`src/hdl/at_command_line_parser_defines.svh`:
```
// ---------------------------------------------------------------------------
// AT command line parser assertion macros
// Concurrent assertion helpers, compiled out for synthesis.
// ---------------------------------------------------------------------------
`ifndef AT_COMMAND_LINE_PARSER_DEFINES_SVH
`define AT_COMMAND_LINE_PARSER_DEFINES_SVH
`ifndef SYNTHESIS
`define ACP_ASSERT_SAME(lbl, ante, cons, msg) \
  lbl: assert property (@(posedge clk) disable iff (rst) (ante) |-> (cons)) \
    else $error(msg);
`define ACP_ASSERT_NEXT(lbl, ante, cons, msg) \
  lbl: assert property (@(posedge clk) disable iff (rst) (ante) |=> (cons)) \
    else $error(msg);
`else
`define ACP_ASSERT_SAME(lbl, ante, cons, msg)
`define ACP_ASSERT_NEXT(lbl, ante, cons, msg)
`endif
`endif

```
`src/hdl/acp_pkg.sv`:
```
// ---------------------------------------------------------------------------
// AT command line parser package
// Widths, result kinds, keyword table and character helpers.
// ---------------------------------------------------------------------------
package acp_pkg;

  localparam int LINE_MAX = 32;
  localparam int LEN_W    = $clog2(LINE_MAX + 1);
  localparam int ADDR_W   = $clog2(LINE_MAX);
  localparam int KW_COUNT = 27;
  localparam int KW_CHARS = 5;
  localparam int KEY_SKIP = 3;

  localparam logic [7:0] CH_CR    = 8'd13;
  localparam logic [7:0] CH_LF    = 8'd10;
  localparam logic [7:0] CH_SPACE = 8'h20;
  localparam logic [7:0] CH_MINUS = 8'h2d;

  localparam logic [2:0] KIND_OK      = 3'd0;
  localparam logic [2:0] KIND_SYNTAX  = 3'd1;
  localparam logic [2:0] KIND_COMMAND = 3'd2;
  localparam logic [2:0] KIND_UNKNOWN = 3'd3;
  localparam logic [2:0] KIND_TEXT    = 3'd4;

  localparam logic [2:0] ARG_NONE     = 3'd0;
  localparam logic [2:0] ARG_UNSIGNED = 3'd1;
  localparam logic [2:0] ARG_SIGNED   = 3'd2;
  localparam logic [2:0] ARG_SLOT     = 3'd3;
  localparam logic [2:0] ARG_KEY      = 3'd4;

  localparam logic [8*KW_CHARS-1:0] KW_STR [KW_COUNT] = '{
    "ID", "SAVE", "LOAD", "NEXT", "CLEAR", "LIST", "IDLE", "BM",
    "CL", "CR", "CM", "CD", "PL", "PR", "PM", "RL", "RR", "RM",
    "WU", "WD", "WS", "MX", "MY", "KW", "KP", "KR", "RA"
  };

  localparam logic [2:0] KW_LEN [KW_COUNT] = '{
    3'd2, 3'd4, 3'd4, 3'd4, 3'd5, 3'd4, 3'd4, 3'd2,
    3'd2, 3'd2, 3'd2, 3'd2, 3'd2, 3'd2, 3'd2, 3'd2, 3'd2, 3'd2,
    3'd2, 3'd2, 3'd2, 3'd2, 3'd2, 3'd2, 3'd2, 3'd2, 3'd2
  };

  localparam logic [2:0] KW_ARG [KW_COUNT] = '{
    ARG_NONE, ARG_SLOT, ARG_SLOT, ARG_NONE, ARG_NONE, ARG_NONE, ARG_NONE,
    ARG_UNSIGNED, ARG_NONE, ARG_NONE, ARG_NONE, ARG_NONE, ARG_NONE,
    ARG_NONE, ARG_NONE, ARG_NONE, ARG_NONE, ARG_NONE, ARG_NONE, ARG_NONE,
    ARG_UNSIGNED, ARG_SIGNED, ARG_SIGNED, ARG_KEY, ARG_KEY, ARG_KEY,
    ARG_NONE
  };

  typedef struct packed {
    logic       hit;
    logic [4:0] code;
  } match_t;

  function automatic logic [7:0] to_upper(input logic [7:0] c);
    return (c >= 8'h61 && c <= 8'h7a) ? (c - 8'h20) : c;
  endfunction

  function automatic logic is_digit(input logic [7:0] c);
    return (c >= 8'h30 && c <= 8'h39);
  endfunction

  // Token bytes are shifted in, so the first character sits highest.
  function automatic match_t kw_lookup(input logic [8*KW_CHARS-1:0] tok,
                                       input logic [LEN_W-1:0] tok_len);
    match_t m;
    m = '0;
    for (int i = 0; i < KW_COUNT; i++) begin
      if (tok_len == LEN_W'(KW_LEN[i]) && tok == KW_STR[i]) begin
        m.hit  = 1'b1;
        m.code = 5'(i);
      end
    end
    return m;
  endfunction

endpackage

```
`src/hdl/acp_line_mem.sv`:
```
// ---------------------------------------------------------------------------
// Line buffer
// One write port and one registered read port for the command line bytes.
// ---------------------------------------------------------------------------
module acp_line_mem
  import acp_pkg::*;
(
  input  logic              clk,
  input  logic              we,
  input  logic [ADDR_W-1:0] wa,
  input  logic [7:0]        wd,
  input  logic [ADDR_W-1:0] ra,
  output logic [7:0]        rq
);

  logic [7:0] mem [LINE_MAX];

  always_ff @(posedge clk) begin
    if (we) begin
      mem[wa] <= wd;
    end
    rq <= mem[ra];
  end

endmodule

```
`src/hdl/acp_digit_unit.sv`:
```
// ---------------------------------------------------------------------------
// Decimal accumulate unit
// Computes mag * 10 + digit, saturated at 16 bits, once per argument byte.
// ---------------------------------------------------------------------------
module acp_digit_unit
  import acp_pkg::*;
(
  input  logic [15:0] mag,
  input  logic [7:0]  ch,
  output logic [15:0] mag_out
);

  logic [19:0] sum;

  assign sum = {1'b0, mag, 3'b000} + {3'b000, mag, 1'b0} + {16'd0, ch[3:0]};
  assign mag_out = (sum > 20'd65535) ? 16'hffff : sum[15:0];

endmodule

```
`src/hdl/at_command_line_parser.sv`:
```
// ---------------------------------------------------------------------------
// AT command line parser
// Bytes enter on the input channel one transfer at a time. An "AT" prefix
// followed by CR or LF gives an ok result, by another non-space byte a
// syntax error; after "AT " the bytes are buffered until CR, LF or a full
// line. The line is then scanned byte by byte through the line buffer's
// registered read port, the keyword is matched, the argument is
// accumulated by the decimal unit, and the results leave on the output
// channel: a command or unknown result, then any text bytes.
// Bytes that give no result leave in_ready high. After a line end the
// scan, field finish and match come before the first result; text results
// are then fetched and loaded in turn. in_ready is low from a line end or a
// prefix reply until the last result of that byte has been loaded into the
// output register. The output register holds a result until its transfer;
// a stalled receiver holds up the sequencer but loses nothing. Reset
// returns to waiting for "A" with an empty line; the buffer is not cleared.
// ---------------------------------------------------------------------------
`include "at_command_line_parser_defines.svh"

module at_command_line_parser
  import acp_pkg::*;
(
  input  logic        clk,
  input  logic        rst,
  input  logic        in_valid,
  output logic        in_ready,
  input  logic [7:0]  rx_byte,
  output logic        out_valid,
  input  logic        out_ready,
  output logic [2:0]  kind,
  output logic [4:0]  command_code,
  output logic signed [15:0] argument_value,
  output logic [7:0]  text_byte,
  output logic        last
);

  localparam logic [3:0] S_IDLE   = 4'd0;
  localparam logic [3:0] S_EMIT1  = 4'd1;
  localparam logic [3:0] S_SCAN_A = 4'd2;
  localparam logic [3:0] S_SCAN_B = 4'd3;
  localparam logic [3:0] S_FIN    = 4'd4;
  localparam logic [3:0] S_MATCH  = 4'd5;
  localparam logic [3:0] S_CMD    = 4'd6;
  localparam logic [3:0] S_TXT_A  = 4'd7;
  localparam logic [3:0] S_TXT_B  = 4'd8;

  localparam logic [1:0] PH_A    = 2'd0;
  localparam logic [1:0] PH_T    = 2'd1;
  localparam logic [1:0] PH_AT   = 2'd2;
  localparam logic [1:0] PH_LINE = 2'd3;

  localparam logic [2:0] SUB_LEAD = 3'd0;
  localparam logic [2:0] SUB_TOK  = 3'd1;
  localparam logic [2:0] SUB_GAP  = 3'd2;
  localparam logic [2:0] SUB_ARG  = 3'd3;
  localparam logic [2:0] SUB_REST = 3'd4;

  logic [3:0]        st;
  logic [1:0]        phase;
  logic [LEN_W-1:0]  line_length;
  logic [2:0]        pend_kind;
  logic [LEN_W-1:0]  p, end_p, tok_s, tok_e, arg_s, arg_e, ms, me;
  logic [2:0]        sub;
  logic [8*KW_CHARS-1:0] tok;
  logic [LEN_W-1:0]  tok_len;
  logic [15:0]       mag;
  logic              f_minus, first_digit, bad_rest, unknown;
  logic [4:0]        code;
  logic [15:0]       arg_val;

  logic              in_xfer, eol, store_we;
  logic [7:0]        q, up_q;
  logic [15:0]       mag_acc;
  match_t            mt;
  logic [2:0]        how;
  logic [LEN_W-1:0]  alen;
  logic              valid_u, valid_s, neg, bad_num;
  logic [15:0]       neg_mag, num_val;

  assign in_ready = (st == S_IDLE);
  assign in_xfer  = in_valid && in_ready;
  assign eol      = (rx_byte == CH_CR) || (rx_byte == CH_LF);
  assign store_we = in_xfer && (phase == PH_LINE) && !eol &&
                    (line_length < LEN_W'(LINE_MAX - 1));
  assign up_q     = to_upper(q);

  acp_line_mem u_mem (
    .clk (clk),
    .we  (store_we),
    .wa  (line_length[ADDR_W-1:0]),
    .wd  (rx_byte),
    .ra  (p[ADDR_W-1:0]),
    .rq  (q)
  );

  acp_digit_unit u_digit (
    .mag     (mag),
    .ch      (q),
    .mag_out (mag_acc)
  );

  always_comb begin
    mt      = kw_lookup(tok, tok_len);
    how     = KW_ARG[mt.code];
    alen    = arg_e - arg_s;
    valid_u = (alen != '0) && first_digit && !bad_rest;
    valid_s = !bad_rest && ((first_digit && alen != '0) ||
                            (f_minus && alen >= LEN_W'(2)));
    neg     = (how == ARG_SIGNED) && f_minus;
    neg_mag = (mag > 16'd32768) ? 16'd32768 : mag;
    if (neg) begin
      num_val = 16'd0 - neg_mag;
    end else begin
      num_val = (mag > 16'd32767) ? 16'd32767 : mag;
    end
    bad_num = ((how == ARG_UNSIGNED) && !valid_u) ||
              ((how == ARG_SIGNED) && !valid_s);
  end

  always_ff @(posedge clk) begin
    if (rst) begin
      st          <= S_IDLE;
      phase       <= PH_A;
      line_length <= '0;
      out_valid   <= 1'b0;
    end else begin
      if (out_valid && out_ready) begin
        out_valid <= 1'b0;
      end
      case (st)
        S_IDLE: begin
          if (in_xfer) begin
            case (phase)
              PH_A: begin
                if (to_upper(rx_byte) == 8'h41) phase <= PH_T;
              end
              PH_T: begin
                phase <= (to_upper(rx_byte) == 8'h54) ? PH_AT : PH_A;
              end
              PH_AT: begin
                if (eol) begin
                  pend_kind <= KIND_OK;
                  st        <= S_EMIT1;
                  phase     <= PH_A;
                end else if (rx_byte == CH_SPACE) begin
                  line_length <= '0;
                  phase       <= PH_LINE;
                end else begin
                  pend_kind <= KIND_SYNTAX;
                  st        <= S_EMIT1;
                  phase     <= PH_A;
                end
              end
              default: begin
                if (eol || line_length >= LEN_W'(LINE_MAX - 1)) begin
                  phase <= PH_A;
                  p     <= '0;
                  sub   <= SUB_LEAD;
                  st    <= S_SCAN_A;
                end else begin
                  line_length <= line_length + LEN_W'(1);
                end
              end
            endcase
          end
        end
        S_EMIT1: begin
          if (!out_valid) begin
            out_valid      <= 1'b1;
            kind           <= pend_kind;
            command_code   <= '0;
            argument_value <= '0;
            text_byte      <= '0;
            last           <= 1'b1;
            st             <= S_IDLE;
          end
        end
        S_SCAN_A: begin
          st <= (p == line_length) ? S_FIN : S_SCAN_B;
        end
        S_SCAN_B: begin
          // A stored zero byte ends the line content.
          if (q == 8'd0) begin
            st <= S_FIN;
          end else begin
            p  <= p + LEN_W'(1);
            st <= S_SCAN_A;
            case (sub)
              SUB_LEAD: begin
                if (q != CH_SPACE) begin
                  tok_s   <= p;
                  tok     <= {{(8*KW_CHARS-8){1'b0}}, up_q};
                  tok_len <= LEN_W'(1);
                  sub     <= SUB_TOK;
                end
              end
              SUB_TOK: begin
                if (q == CH_SPACE) begin
                  tok_e <= p;
                  sub   <= SUB_GAP;
                end else begin
                  if (tok_len < LEN_W'(KW_CHARS)) tok <= {tok[8*KW_CHARS-9:0], up_q};
                  tok_len <= tok_len + LEN_W'(1);
                end
              end
              SUB_GAP: begin
                if (q != CH_SPACE) begin
                  arg_s       <= p;
                  sub         <= SUB_ARG;
                  f_minus     <= (q == CH_MINUS);
                  first_digit <= is_digit(q);
                  bad_rest    <= 1'b0;
                  mag         <= is_digit(q) ? {12'd0, q[3:0]} : 16'd0;
                end
              end
              SUB_ARG: begin
                if (q == CH_SPACE) begin
                  arg_e <= p;
                  sub   <= SUB_REST;
                end else begin
                  if (!is_digit(q)) bad_rest <= 1'b1;
                  mag <= mag_acc;
                end
              end
              default: begin
              end
            endcase
          end
        end
        S_FIN: begin
          end_p <= p;
          st    <= S_MATCH;
          case (sub)
            SUB_LEAD: begin
              tok_s   <= p;
              tok_e   <= p;
              tok_len <= '0;
              arg_s   <= p;
              arg_e   <= p;
            end
            SUB_TOK: begin
              tok_e <= p;
              arg_s <= p;
              arg_e <= p;
            end
            SUB_GAP: begin
              arg_s <= p;
              arg_e <= p;
            end
            SUB_ARG: begin
              arg_e <= p;
            end
            default: begin
            end
          endcase
        end
        S_MATCH: begin
          unknown <= !mt.hit || (tok_len == '0) || bad_num;
          code    <= mt.code;
          arg_val <= (how == ARG_UNSIGNED || how == ARG_SIGNED) ? num_val : 16'd0;
          if (how == ARG_SLOT) begin
            ms <= arg_s;
            me <= arg_e;
          end else if (how == ARG_KEY && tok_e < end_p) begin
            ms <= tok_s + LEN_W'(KEY_SKIP);
            me <= end_p;
          end else begin
            ms <= '0;
            me <= '0;
          end
          st <= S_CMD;
        end
        S_CMD: begin
          if (!out_valid) begin
            out_valid <= 1'b1;
            text_byte <= '0;
            p         <= ms;
            if (unknown) begin
              kind           <= KIND_UNKNOWN;
              command_code   <= '0;
              argument_value <= '0;
              last           <= 1'b1;
              st             <= S_IDLE;
            end else begin
              kind           <= KIND_COMMAND;
              command_code   <= code;
              argument_value <= arg_val;
              last           <= (ms >= me);
              st             <= (ms >= me) ? S_IDLE : S_TXT_A;
            end
          end
        end
        S_TXT_A: begin
          st <= S_TXT_B;
        end
        S_TXT_B: begin
          if (!out_valid) begin
            out_valid      <= 1'b1;
            kind           <= KIND_TEXT;
            command_code   <= '0;
            argument_value <= '0;
            text_byte      <= q;
            last           <= (p + LEN_W'(1) == me);
            p              <= p + LEN_W'(1);
            st             <= (p + LEN_W'(1) == me) ? S_IDLE : S_TXT_A;
          end
        end
        default: begin
          st <= S_IDLE;
        end
      endcase
    end
  end

  `ACP_ASSERT_NEXT(a_eol_starts_scan, in_xfer && phase == PH_LINE && eol, st == S_SCAN_A, "line end did not start the scan")
  `ACP_ASSERT_SAME(a_scan_in_line, st == S_SCAN_A || st == S_SCAN_B, p <= line_length, "scan pointer ran past the line")
  `ACP_ASSERT_SAME(a_text_in_range, st == S_TXT_B, p < me, "text pointer ran past the text end")

endmodule

```
`config.mk`:
```
export PLATFORM = sky130hd
export DESIGN_NAME = at_command_line_parser
export DESIGN_NICKNAME = d
export VERILOG_FILES = /design/src/hdl/acp_pkg.sv /design/src/hdl/acp_line_mem.sv /design/src/hdl/acp_digit_unit.sv /design/src/hdl/at_command_line_parser.sv
export VERILOG_INCLUDE_DIRS = /design/src /design/src/hdl
export SDC_FILE = /design/constraint.sdc
export NUM_CORES = 1
export LEC_CHECK = 0
export BUFFER_PORTS_ARGS = -buffer_cell sky130_fd_sc_hd__buf_2
export CELL_PAD_IN_SITES_DETAIL_PLACEMENT = 0
export CELL_PAD_IN_SITES_GLOBAL_PLACEMENT = 1
export CORE_ASPECT_RATIO = 0.7
export CORE_MARGIN = 3
export CORE_UTILIZATION = 45
export DETAILED_ROUTE_END_ITERATION = 8
export PLACE_DENSITY = 0.79
export SLEW_MARGIN = 20
export SYNTH_ARGS = -nofsm -noshare
export SYNTH_HDL_FRONTEND = slang
export SYNTH_HIERARCHICAL = 1
export SYNTH_SLANG_ARGS = --single-unit
```
`constraint.sdc`:
```
create_clock -name clk -period 9.3 [get_ports clk]
set_input_delay 0.465 -clock clk [delete_from_list [all_inputs] [get_ports clk]]
set_output_delay 0.465 -clock clk [all_outputs]
set_load 0.005 [all_outputs]
```
==> impl_metrics.yaml, run 1 <==
power_and_ir_drop:
  p_clk_frac: 0.455
  switching_power_uw: 810.0
  switching_share: 0.1985
  p_total_mw: 4.081
  leakage_nw: 8.085
  ir_worst_vdd_uv: 131.6
  power.density_mw_per_mm2: 172.5
  p_int_mw: 3.271
  comb_power_share: 0.007
  seq_power_share: 0.538
sta:
  tightest_slew_ns: 1.309
  period_needed_ns: 5.414
  rsz0062_at_grt: "false"
  setup-violations-final: 0
  slew_headroom: 0.1047
  whs_ns: 0.04838
  tns_ns: 0
  hold_viol_final: 0
  finalCritPeriodShare: 0.5822
  maxSlewViolCount: 0
  skew_ns: 0.02884
  max_clock_freq_mhz: 184.7
route:
  via_per_inst: 6.061
  wire_per_inst_um: 23.16
  antenna_left: 0
  routed_wl_mm: 50.91
  dr.first_iter.drc_count: 1635
  drc_errors: 0
  drt_pass1_iterations: 7
  num_vias: 13320
logic_synthesis:
  syn_inst: 1508
  yosysTopAreaCell: "edfxtp_1"
  syn-num-nets: 1585
  synth_xor_area_frac: 0.01847
  syn_area_per_cell_sq_um: 14.15
  synthSimpleGateAreaFrac: 0.1340
  synth_area_sq_mm: 0.02133
  synth.distinct_cells: 91
  synth_fa_ha_area_frac: 0.03918
  synthArstFlopShare: 0
  yosys_warnings: 6
  synth_top_family_by_area: "simple AND/OR/NAND/NOR gates"
  ys.flop_type: "edfxtp_1"
  yosysSeqAreaShare: 0.6221
  synth-seq-cells: 449
  yosysTopAreaCellShare: 0.6024
  synth_area_leaders: "edfxtp_1, mux4_2, ha_1"
  synth_mux_area_frac: 0.09067
  synth_edf_count: 428
  synth_compound_area_frac: 0.07137
clock_network:
  cts_hold_buf: 0
  clkTransAtPathRegs_ns: 0.06
  cts.sinks: 449
  clockRootBuffer: "clkbuf_16"
  post_cts_buffers: 0
  numCtsBuffers: 43
  cts_tree: "done"
  cts_buffer_depth: 3
  htree_levels: 2
  postCtsResizedCells: 0
  clock_latency_ns: 0.60
setup_path:
  crit_family: "compound AO/OA/AOI/OAI gates"
  critPathKind: "flop to flop"
  cpMaxStageDelayCell: "a2111oi_0"
  crit_chain: "nand4bb_1 -> nor4bb_1 -> a221oi_1 -> nor2_1 -> a2111oi_0 -> inv_1 -> ha_1 -> a2111o_1 -> nor4_2 -> nand2_1 -> xor2_1 -> a2111oi_0"
  crit_path_max_fanout: 11
  crit_path_end_kind: "flop"
  cp_slowest_stage_delay_ns: 1.11
  startpoint_type: "flop"
  r2r_slack_ns: 3.89
  timing.critical_path.mode_cell: "a2111oi_0"
  crit_buf_inv: 1
  worst_ep_arrival_time_ns: 5.79
  required_ns: 9.67
placed_design:
  place.gp.congestion: 0.8684
  dp.cells: 2116
  io_buffers: 46
  dp_hpwl_mm: 34.44
global_routing:
  grt_use_total: 0.2052
  grt_pass1_vias: 12810
  grt_antenna_before_repair: 0
  grt_max_degree: 54
  grt_overflow: 0
  grt_pass1_wl_mm: 78.81
finish:
  fin_cells: 2198
  fin_nets: 1627
  final_layout_size_suffix_gt1_frac: 0.1615
  syn_to_final_growth_pct: 10.92
job:
  max_cap_violations: 0
floorplanning:
  die_w_um: 266.2
  io_pins: 47
  rows: 66
  die-area_sq_mm: 0.05010
  design.core.area_sq_mm: 0.04666
  die_h_um: 188.2
  start_util: 0.4573
run_status:
  status: "finished, final reports clean"
min_path:
  hp-class: "input pin to flop"
[per-stage QoR]
step / util / worst slack [ns] / area (sq um)
after detailed placement: 0.4746 / 4.229 / 22140
after CTS: 0.5064 / 4.180 / 23630
after floorplan: - / 5.542 / 21330
final: 0.5072 / 3.886 / 23660
after global routing: 0.5071 / 3.743 / 23660
after global placement: 0.4746 / 4.235 / 22140
[cell families after synthesis]
group | Yosys count
adders and majority gates | 65
and+or+nand+nor | 516
xor gates and xnor gates | 45
DFF | 449
muxes | 92
AOI/OAI and AO/OA | 226
buffers and inverters | 115
[cell usage in the layout (no fill, tap or decap), types with 48 or more instances in the layout]
master,synthesis,routed
edfxtp_1,428,428
mux4_2,80,80
inv_1,49,49
and3_1,63,63
o21ai_0,48,48
ha_1,62,62
nand2_1,77,77
nor2_1,122,120
a21oi_1,53,53
[power groups by stage]
stage	sequential, mW	combinational, mW	clock [mW]
after floorplan	2.24	0.00402	0
after global placement	2.24	0.0260	0
after detailed placement	2.24	0.0280	0
after CTS	2.20	0.0281	1.89
after global routing	2.20	0.0309	1.97
final	2.20	0.0278	1.86
[synthesized netlist by cell type, types with 8 or more instances]
cell	number
a211oi_1	13
inv_1	49
xor2_1	22
mux4_2	80
or3_1	15
and3_1	63
nor2b_1	15
dfxtp_1	21
nor2_1	122
nand4_1	18
nor3b_1	8
a21o_1	13
mux2_2	10
ha_1	62
nand2b_1	19
nor4_1	18
nand2_1	77
a31oi_1	15
clkbuf_1	42
a22o_1	13
nand3_1	28
o21ai_0	48
edfxtp_1	428
xnor2_1	23
a21oi_1	53
nor3_1	48
and2_1	26
[worst paths after layout]
path / start / endpoint / depth (start not counted)
worst max-delay path: tok[4] / arg_val[6] / 12
worst min-delay path: out_ready / out_valid / 2
worst max register to register: tok[4] / arg_val[6] / 12
worst min register to register: code[1] / command_code[1] / 1
[routing by layer]
layer  wire length (um)  track usage  part of all wire
met1              24260       0.3294              0.48
met2              20800       0.2776              0.41
met3               5091      0.05769              0.10
met4                758      0.03898             0.015
met5                  0            0                 0
[registers in the layout, summed over array words and instances (netlist names), 3 cells and up]
register,count
code,5
sub,3
command_code,5
p,6
arg_s,6
ms,6
line_length,6
me,6
kind,3
arg_e,6
tok_len,6
text_byte,8
arg_val,16
u_mem/rq,8
tok,40
argument_value,16
st,4
end_p,6
tok_e,6
tok_s,6
mag,16
u_mem/mem,256
[layout make-up]
class	count	area (sq um)
Clock inverter	25	352.8
Fill cell	3824	22990
Timing Repair Buffer	63	377.9
Inverter	49	183.9
Antenna cell	1	2.502
Tap cell	612	765.7
Multi-Input combinational cell	944	7577
Clock buffer	55	1131
Sequential cell	449	13270
(Power assumes the default switching activity.)
==> run 2, diff against run 1 <==
- PLACE_DENSITY: 0.79 -> 0.82
- clock period: 9.3 -> 4.8 ns (I/O delays scaled with it)
==> run 2 against run 1 <==
Fmax grew 24%. Via count rose by 0.92%. Worst hold slack better by 0.069 ns. Sequential power is 94% higher. Worst setup slack got worse by 3.5 ns. Total power increased by 89%. Clock power rose by 83%. Non-clock buffer count grew 19. Core utilization grew 0.18 points. Critical path depth is 1 higher. Largest power group unchanged. Sequential share of layout area fell by 0.20 points. Cell count is 0.59% higher.
==> impl_metrics.yaml, run 2 (same netlist as run 1, synthesis figures left out) <==
sta:
  max_clock_freq_mhz: 228.8
  period_needed_ns: 4.370
  fin_ws_ns: 0.4298
  rsz0062_at_grt: "false"
  hold_viol_final: 0
  maxSlewViolCount: 0
  skew_ns: 0.04073
  setup-violations-final: 0
  tns_ns: 0
  tightest_slew_ns: 1.104
  finalCritPeriodShare: 0.9105
  slew_headroom: 0.2643
finish:
  fill_cells: 3846
  syn_to_final_growth_pct: 11.31
  num_antenna_cells: 0
  final_layout_size_suffix_gt1_frac: 0.1676
  top_register: "u_mem/mem"
  fin_cells: 2211
  reg.largest.list: "u_mem/mem x256, tok x40"
  layout_commonest_cell: "edfxtp_1"
  largest_reg_flops: 256
  seq_area_sq_mm: 0.01327
  mostFrequentLayoutCells: "edfxtp_1, nor2_1, mux4_2"
  final_util: 0.5090
  fin_nets: 1645
  multi_input_area_sq_mm: 0.007577
placed_design:
  io_buffers: 46
  dp_hpwl_mm: 34.60
  place.gp.congestion: 0.8565
  dpl_worst_slack_ns: 0.5197
  dp.cells: 2133
setup_path:
  crit_path_max_fanout: 21
  rr_worst_depth: 13
  worst_ep_arrival_time_ns: 4.80
  required_ns: 5.23
  startpoint_type: "flop"
  r2r-end: "arg_val[13]"
  r2r_slack_ns: 0.43
  r2r_start: "tok[10]"
  startpoint: "tok[10]"
  critPathKind: "flop to flop"
  crit_path_end_kind: "flop"
floorplanning:
  io_pins: 47
  design.core.area_sq_mm: 0.04666
  die_w_um: 266.2
  die_h_um: 188.2
  rows: 66
  start_util: 0.4573
  die-area_sq_mm: 0.05010
route:
  via_per_inst: 6.080
  drt_pass1_iterations: 8
  routed_wl_mm: 50.50
  antenna_left: 0
  drc_errors: 0
  wire_per_inst_um: 22.84
  dr.first_iter.drc_count: 1612
  num_vias: 13440
global_routing:
  grt_antenna_before_repair: 0
  grt_overflow: 0
  grt_max_degree: 75
  grt_pass1_wl_mm: 78.83
  grt_pass1_vias: 13010
  grt_use_total: 0.2039
min_path:
  hp-class: "input pin to flop"
  min_from: "rst"
  holdPathEnd: "phase[1]"
  hold_depth: 2
clock_network:
  clock_latency_ns: 0.59
  clkTransAtPathRegs_ns: 0.06
  clockRootBuffer: "clkbuf_16"
  cts_buffer_depth: 3
  cts.sinks: 449
  numCtsBuffers: 42
  cts_tree: "done"
  htree_levels: 2
power_and_ir_drop:
  power.density_mw_per_mm2: 324.9
  ir_worst_vdd_uv: 265.8
  leakage_nw: 8.141
run_status:
  status: "finished, final reports clean"
job:
  max_cap_violations: 0
[run 2: final cells by class]
class / instances / share of cell area
sequential: 449 / 0.5589
multi-input combinational: 944 / 0.3191
clock buffer: 58 / 0.05205
tap: 612 / 0.03224
timing repair buffer: 82 / 0.02192
clock inverter: 17 / 0.008061
inverter: 49 / 0.007745
[run 2: report_power, final]
group	internal [mW]	switching (mW)
registers	4.26	0.0000313
clock network	1.93	1.47
logic	0.00862	0.0470
[run 2: what timing repair did]
item | in CTS | in global routing
setup endpoints to repair | 0 | 0
gates resized for setup | 0 | 0
hold endpoints to repair | 5 | 0
hold buffers | 3 | 0
setup buffers | 0 | 0
[run 2: worst max-delay path by stage]
stage | to | slack, ns | cells past startpoint
floorplan | arg_val[14] | 1.04 | 15
global placement | arg_val[6] | 0.52 | 14
finish | arg_val[13] | 0.43 | 13
global route | arg_val[13] | 0.09 | 13
detailed placement | arg_val[13] | 0.52 | 13
CTS | arg_val[13] | 0.52 | 13
[run 2: worst max-delay path, stage by stage, from the launching register on]
cell and delay (ns):
edfxtp_1 0.51, or4b_1 0.59, nor3_1 0.44, nand4_1 0.26
or2_2 0.35, a21oi_1 0.23, nor4_1 0.14, ha_1 0.33
nand2b_1 0.13, nor2_1 0.23, nand4_1 0.13, buf_4 0.22
or4_1 0.49, a31oi_1 0.19
[run 2: layer usage]
metal	vias to the layer above	part of all wire	wire length [um]	track usage
li1	6036	-	-	-
met1	6734	0.47	23730	0.3234
met2	609	0.41	20590	0.2769
met3	64	0.11	5337	0.05704
met4	0	0.017	845	0.04614
met5	-	0	0	0
[run 2: stage by stage]
stage               power [mW]  hold slack, ns  area [sq um]
floorplan                4.351          0.3389         21330
global placement         4.393          0.4278         22280
detailed placement       4.397          0.4408         22280
CTS                      7.791         0.07183         23740
global route             7.944          0.1079         23750
finish                   7.715          0.1179         23750
